`config.mk`:
```
export PLATFORM = sky130hd
export DESIGN_NAME = oaht_ctrl
export DESIGN_NICKNAME = d
export VERILOG_FILES = /design/src/sv/assert_macros.svh /design/src/sv/oaht_pkg.sv /design/src/sv/oaht_ctrl.sv
export SDC_FILE = /design/constraint.sdc
export NUM_CORES = 1
export LEC_CHECK = 0
export ABC_AREA = 1
export BUFFER_PORTS_ARGS = -buffer_cell sky130_fd_sc_hd__buf_2
export CAP_MARGIN = 20
export CORE_AREA = 2 2 39 41
export DETAILED_ROUTE_END_ITERATION = 8
export DIE_AREA = 0 0 41 43
export GPL_ROUTABILITY_DRIVEN = 0
export PLACE_DENSITY = 0.34
export SYNTH_ARGS = -nofsm -noshare
export SYNTH_HDL_FRONTEND = slang
export SYNTH_SLANG_ARGS = --single-unit
```
`constraint.sdc`:
```
create_clock -name clk -period 2.3 [get_ports clk]
set_clock_uncertainty 0.15 [all_clocks]
set_input_delay 0.46 -clock clk [delete_from_list [all_inputs] [get_ports clk]]
set_output_delay 0.46 -clock clk [all_outputs]
set_load 0.05 [all_outputs]
```
`src/sv/assert_macros.svh`:
```
// assertion macros used by the top level rtl file
`ifndef ASSERT_MACROS_SVH
`define ASSERT_MACROS_SVH

// same-cycle implication, checked on clk while rst_n is high
`define OAHT_ASSERT_NOW(label, cond, check, msg) \
    label: assert property (@(posedge clk) disable iff (!rst_n) (cond) |-> (check)) \
        else $error(msg);

// next-cycle implication, checked on clk while rst_n is high
`define OAHT_ASSERT_NEXT(label, cond, check, msg) \
    label: assert property (@(posedge clk) disable iff (!rst_n) (cond) |=> (check)) \
        else $error(msg);

`endif

```
`src/sv/oaht_pkg.sv`:
```
// types and constants shared by the hash table controller and datapath
`timescale 1ns / 1ps

package oaht_pkg;

    localparam int KEY_W   = 64;
    localparam int HASH_W  = 32;
    localparam int VALUE_W = 64;
    localparam int COUNT_W = 9;
    localparam int MAXC_W  = 8;

    localparam logic [MAXC_W-1:0] MAX_COUNT_RESET = 8'd192;

    typedef enum logic [1:0] {
        OP_GET = 2'd0,
        OP_SET = 2'd1,
        OP_DEL = 2'd2,
        OP_NOP = 2'd3
    } op_t;

    typedef enum logic [1:0] {
        SLOT_EMPTY = 2'd0,
        SLOT_USED  = 2'd1,
        SLOT_TOMB  = 2'd2
    } slot_state_t;

    typedef enum logic [1:0] {
        ST_CLEAR,
        ST_IDLE,
        ST_HOME,
        ST_CHECK
    } fsm_state_t;

    typedef struct packed {
        logic [1:0]         opcode;
        logic [KEY_W-1:0]   key;
        logic [HASH_W-1:0]  key_hash;
        logic [VALUE_W-1:0] new_value;
    } req_t;

    typedef struct packed {
        logic               hit;
        logic [VALUE_W-1:0] value_out;
        logic               status;
    } rsp_t;

    // controller to datapath
    typedef struct packed {
        logic clear;
        logic accept;
        logic home;
        logic probe;
    } cmd_t;

    // datapath to controller
    typedef struct packed {
        logic clear_last;
        logic home_valid;
        logic probe_end;
    } sts_t;

endpackage

```
`src/sv/oaht_ctrl.sv`:
```
// control state machine for the hash table: clear pass, home slot, probe loop
`timescale 1ns / 1ps

module oaht_ctrl (
    input  logic           clk,
    input  logic           rst_n,
    input  logic           start,
    output logic           busy,
    input  oaht_pkg::sts_t sts,
    output oaht_pkg::cmd_t cmd
);

    oaht_pkg::fsm_state_t state_reg;
    oaht_pkg::fsm_state_t state_next;

    always_ff @(posedge clk or negedge rst_n)
    begin
        if (!rst_n)
        begin
            state_reg <= oaht_pkg::ST_CLEAR;
        end
        else
        begin
            state_reg <= state_next;
        end
    end

    always_comb
    begin
        state_next = state_reg;
        cmd        = '0;
        busy       = 1'b1;
        case (state_reg)
            oaht_pkg::ST_CLEAR:
            begin
                cmd.clear = 1'b1;
                if (sts.clear_last)
                begin
                    state_next = oaht_pkg::ST_IDLE;
                end
            end
            oaht_pkg::ST_IDLE:
            begin
                busy = 1'b0;
                if (start)
                begin
                    cmd.accept = 1'b1;
                    state_next = oaht_pkg::ST_HOME;
                end
            end
            oaht_pkg::ST_HOME:
            begin
                cmd.home = 1'b1;
                if (sts.home_valid)
                begin
                    state_next = oaht_pkg::ST_CHECK;
                end
            end
            oaht_pkg::ST_CHECK:
            begin
                cmd.probe = 1'b1;
                if (sts.probe_end)
                begin
                    state_next = oaht_pkg::ST_IDLE;
                end
            end
            default:
            begin
                state_next = oaht_pkg::ST_CLEAR;
            end
        endcase
    end

endmodule

```
# Word level (Yosys, flattened, before mapping)
# Cells that the tools add are included.
# word_totals
regBits,2
input_bits,6
out_inout_bits,5
elab_cells,21
# classes
n_eq_ne,7
n_mux,11
reduce_logical,2
# op_table
op,n
2-bit 2-to-1 mux,4
2-bit inequality test (second input constant),4
2-bit one-hot mux with 4 select lines,1
1-bit 2-to-1 mux,6
2-bit equality test (second input constant),2
4-bit AND reduction,1
2-bit by 1-bit equality test with 1-bit output (second input constant),1
2-bit zero test,1

# Longest topological paths before layout
# logic_depth
word_depth,3
ltp_mapped,7
mapped_depth_nobuf,7

# Worst setup path before layout
# Ideal clock, no wire load.
# synth_path
kind,flip-flop to output port
from,register state_reg[1]
to,output cmd[2] (netlist name)
arrival_time_ns,0.980
required_time_ns,1.690
path_slack_ns,0.710
path_stages_with_launch,5
n_path_buf,0
path_cell_list,dfrtp_1 > inv_1 > ha_1 > nand2_1 > inv_1
# synth_rtl
element,line,source
start: declaration,oaht_ctrl.sv:13,oaht_pkg::fsm_state_t state_reg;
start signal: assignment,oaht_ctrl.sv:20,state_reg <= oaht_pkg::ST_CLEAR;
start signal: assignment,oaht_ctrl.sv:24,state_reg <= state_next;
end: declaration,oaht_ctrl.sv:10,output oaht_pkg::cmd_t cmd

==> impl_metrics.tcl <==
set metrics [dict create \
    grt_pass1_wl_um 703 \
    worst_pin_slew_ns 0.2510 \
    synth_flop_cell "dfrtp_1" \
    ff2ff_path_depth 6 \
    cp_common_cell "inv_1" \
    initial_core_util_pct 13.74 \
    syn_area_um2 190.2 \
    relSlewSlack_pct 83.38 \
    timing.rr.end "state_reg[0]$_DFFE_PN0P_" \
    antenna_found_initial 0 \
    yosysSeqAreaShare_pct 26.32 \
    dieWidth_um 41 \
    cts-resized-gates 0 \
    yosysTopAreaCell "dfrtp_1" \
    grt_max_degree 5 \
    synth_common_cells "10 x nand2_1, 8 x inv_1, 4 x ha_1, 2 x dfrtp_1, 2 x o21ai_0" \
    clk_pin_slew_worst_paths_ns 0.03 \
    reg2reg_slack_ns 0.98 \
    grt_pass1_vias 179 \
    wl_per_cell_um 6.707 \
    route.vias.total 187 \
    dp_hpwl_um 323.4 \
    fin_crit_ns 1.868 \
    crit_start "state_reg[1]$_DFFE_PN0P_" \
    pin_count 11 \
    netlist_top_cells_area "dfrtp_1 26%, ha_1 26%, nand2_1 20%" \
    r2r-start "state_reg[1]$_DFFE_PN0P_" \
    cts_buffer_depth 2 \
    synth-seq-cells 2 \
    core_um2 1384 \
    drt_iter0_markers 7 \
    grt_usage_pct 6.526 \
    report.final.slew_viol_count 0 \
    clkSinkCount 2 \
    cp_slowest_cell "dfrtp_1" \
    synth_nets 38 \
    cp-start-kind "flop" \
    num_rows 14 \
    cts_tree "built" \
    syn_to_final_growth_pct 53.95 \
    layout_setup_ws_ns 0.4324 \
    yosys.cell_count.top_type "nand2_1" \
    cts-root-buf "clkbuf_4" \
    dieArea_um2 1763 \
    hold_viol 0 \
    hp-class "in -> async" \
    synth_top_area_share_pct 26.32 \
    cts_made_buffers 3 \
    cts-htree-levels 1 \
    ant_nets 0 \
    status "finished, final reports clean" \
    critPathMaxFanout 4 \
    yosys_warnings 0 \
    dr.pass1.iters 3 \
    critPathMaxStageDelay_ns 0.39 \
    cp_top_family "flip-flops" \
    fin_tns_setup_ns 0 \
    ys_types 7 \
    grt_overflow 0 \
    setup-violations-final 0 \
    post_cts.repair.setup_buffers 0 \
    fin_crit_sh_pct 81.20 \
    cap_violations 0 \
    via_per_inst 3.224 \
    largest_reg_flops 2 \
    die_h_um 43 \
    port_buffers 10 \
    cp.arrival_ns 1.26 \
    cts_hold_buffers 1 \
    rsz0062_at_grt "false" \
    cp.required_ns 1.69 \
    max_freq_mhz 535.4 \
    synthCells 28 \
    path_cells "inv_1 > ha_1 > nand2_1 > inv_1 > buf_2" \
    pre_cts_slack_ns 0.6585 \
    avgSynthCellArea_um2 6.792 \
    drc 0 \
    path_class "reg -> out" \
    fin_nets 54 \
    endpoint_kind "primary output" \
    layout-drive-gt1-share_pct 35.71 \
    wirelength_um 389 \
    path_buf_inv 3 \
    clk_latency_ns 0.22 \
    synthArstFlopShare_pct 100.0 \
    synth_edf_count 0 \
    n_antenna_cell 0 \
]
==> stage by stage <==
| step | instance area, um^2 | utilization [%] | instances | hold WS [ns] |
|---|---|---|---|---|
| 2_1_floorplan | 190.2 | - | 28 | 0.01441 |
| 3_3_place_gp | 260.3 | 18.81 | 54 | 0.1001 |
| 3_5_place_dp | 260.3 | 18.81 | 54 | 0.1009 |
| 4_1_cts | 292.8 | 21.16 | 58 | 0.4015 |
| 5_1_grt | 292.8 | 21.16 | 58 | 0.4164 |
| 6_report | 292.8 | 21.16 | 58 | 0.4026 |
==> kinds of logic (layout without fill, tap and decap cells) <==
family / count (synthesis) / after routing / share of synthesized area [%]
simple gates: 12 / 12 / 26.32
flops: 2 / 2 / 26.32
buf+inv: 8 / 22 / 15.79
fa+ha+maj: 4 / 4 / 26.32
compound gates: 2 / 2 / 5.263
==> final cells by class <==
cell class | instances | area [um^2]
Sequential cell | 2 | 50.05
Tap cell | 16 | 20.02
Inverter | 8 | 30.03
Multi-Input combinational cell | 18 | 110.1
Clock buffer | 3 | 22.52
Fill cell | 164 | 1091
Timing Repair Buffer | 11 | 60.06
==> worst max path at each step <==
stage	slack, ns	to	cells after the start
5_1_grt	0.29	cmd[2]	5
2_1_floorplan	0.71	cmd[2]	4
3_5_place_dp	0.66	cmd[2]	5
4_1_cts	0.41	cmd[2]	5
3_3_place_gp	0.66	cmd[2]	5
6_report	0.43	cmd[2]	5
==> metal layers <==
metal | global-route usage (%) | share of wire [%] | vias to the layer above
met5 | 0 | 0 | -
met4 | 4.000 | 0 | 0
met3 | 6.283 | 10 | 0
met2 | 7.187 | 40 | 8
met1 | 7.717 | 50 | 72
li1 | - | - | 107
==> cells in the final DEF (no fill, tap or decap) <==
master         instances
nand2_2                1
nor2_2                 1
inv_1                  8
o21ai_0                2
buf_2                 10
ha_1                   4
dfrtp_1                2
clkbuf_4               3
nand2_1               10
dlygate4sd3_1          1
Power is not shown: default switching activity piles up to over one toggle a cycle in this logic, so the estimate is an artifact.
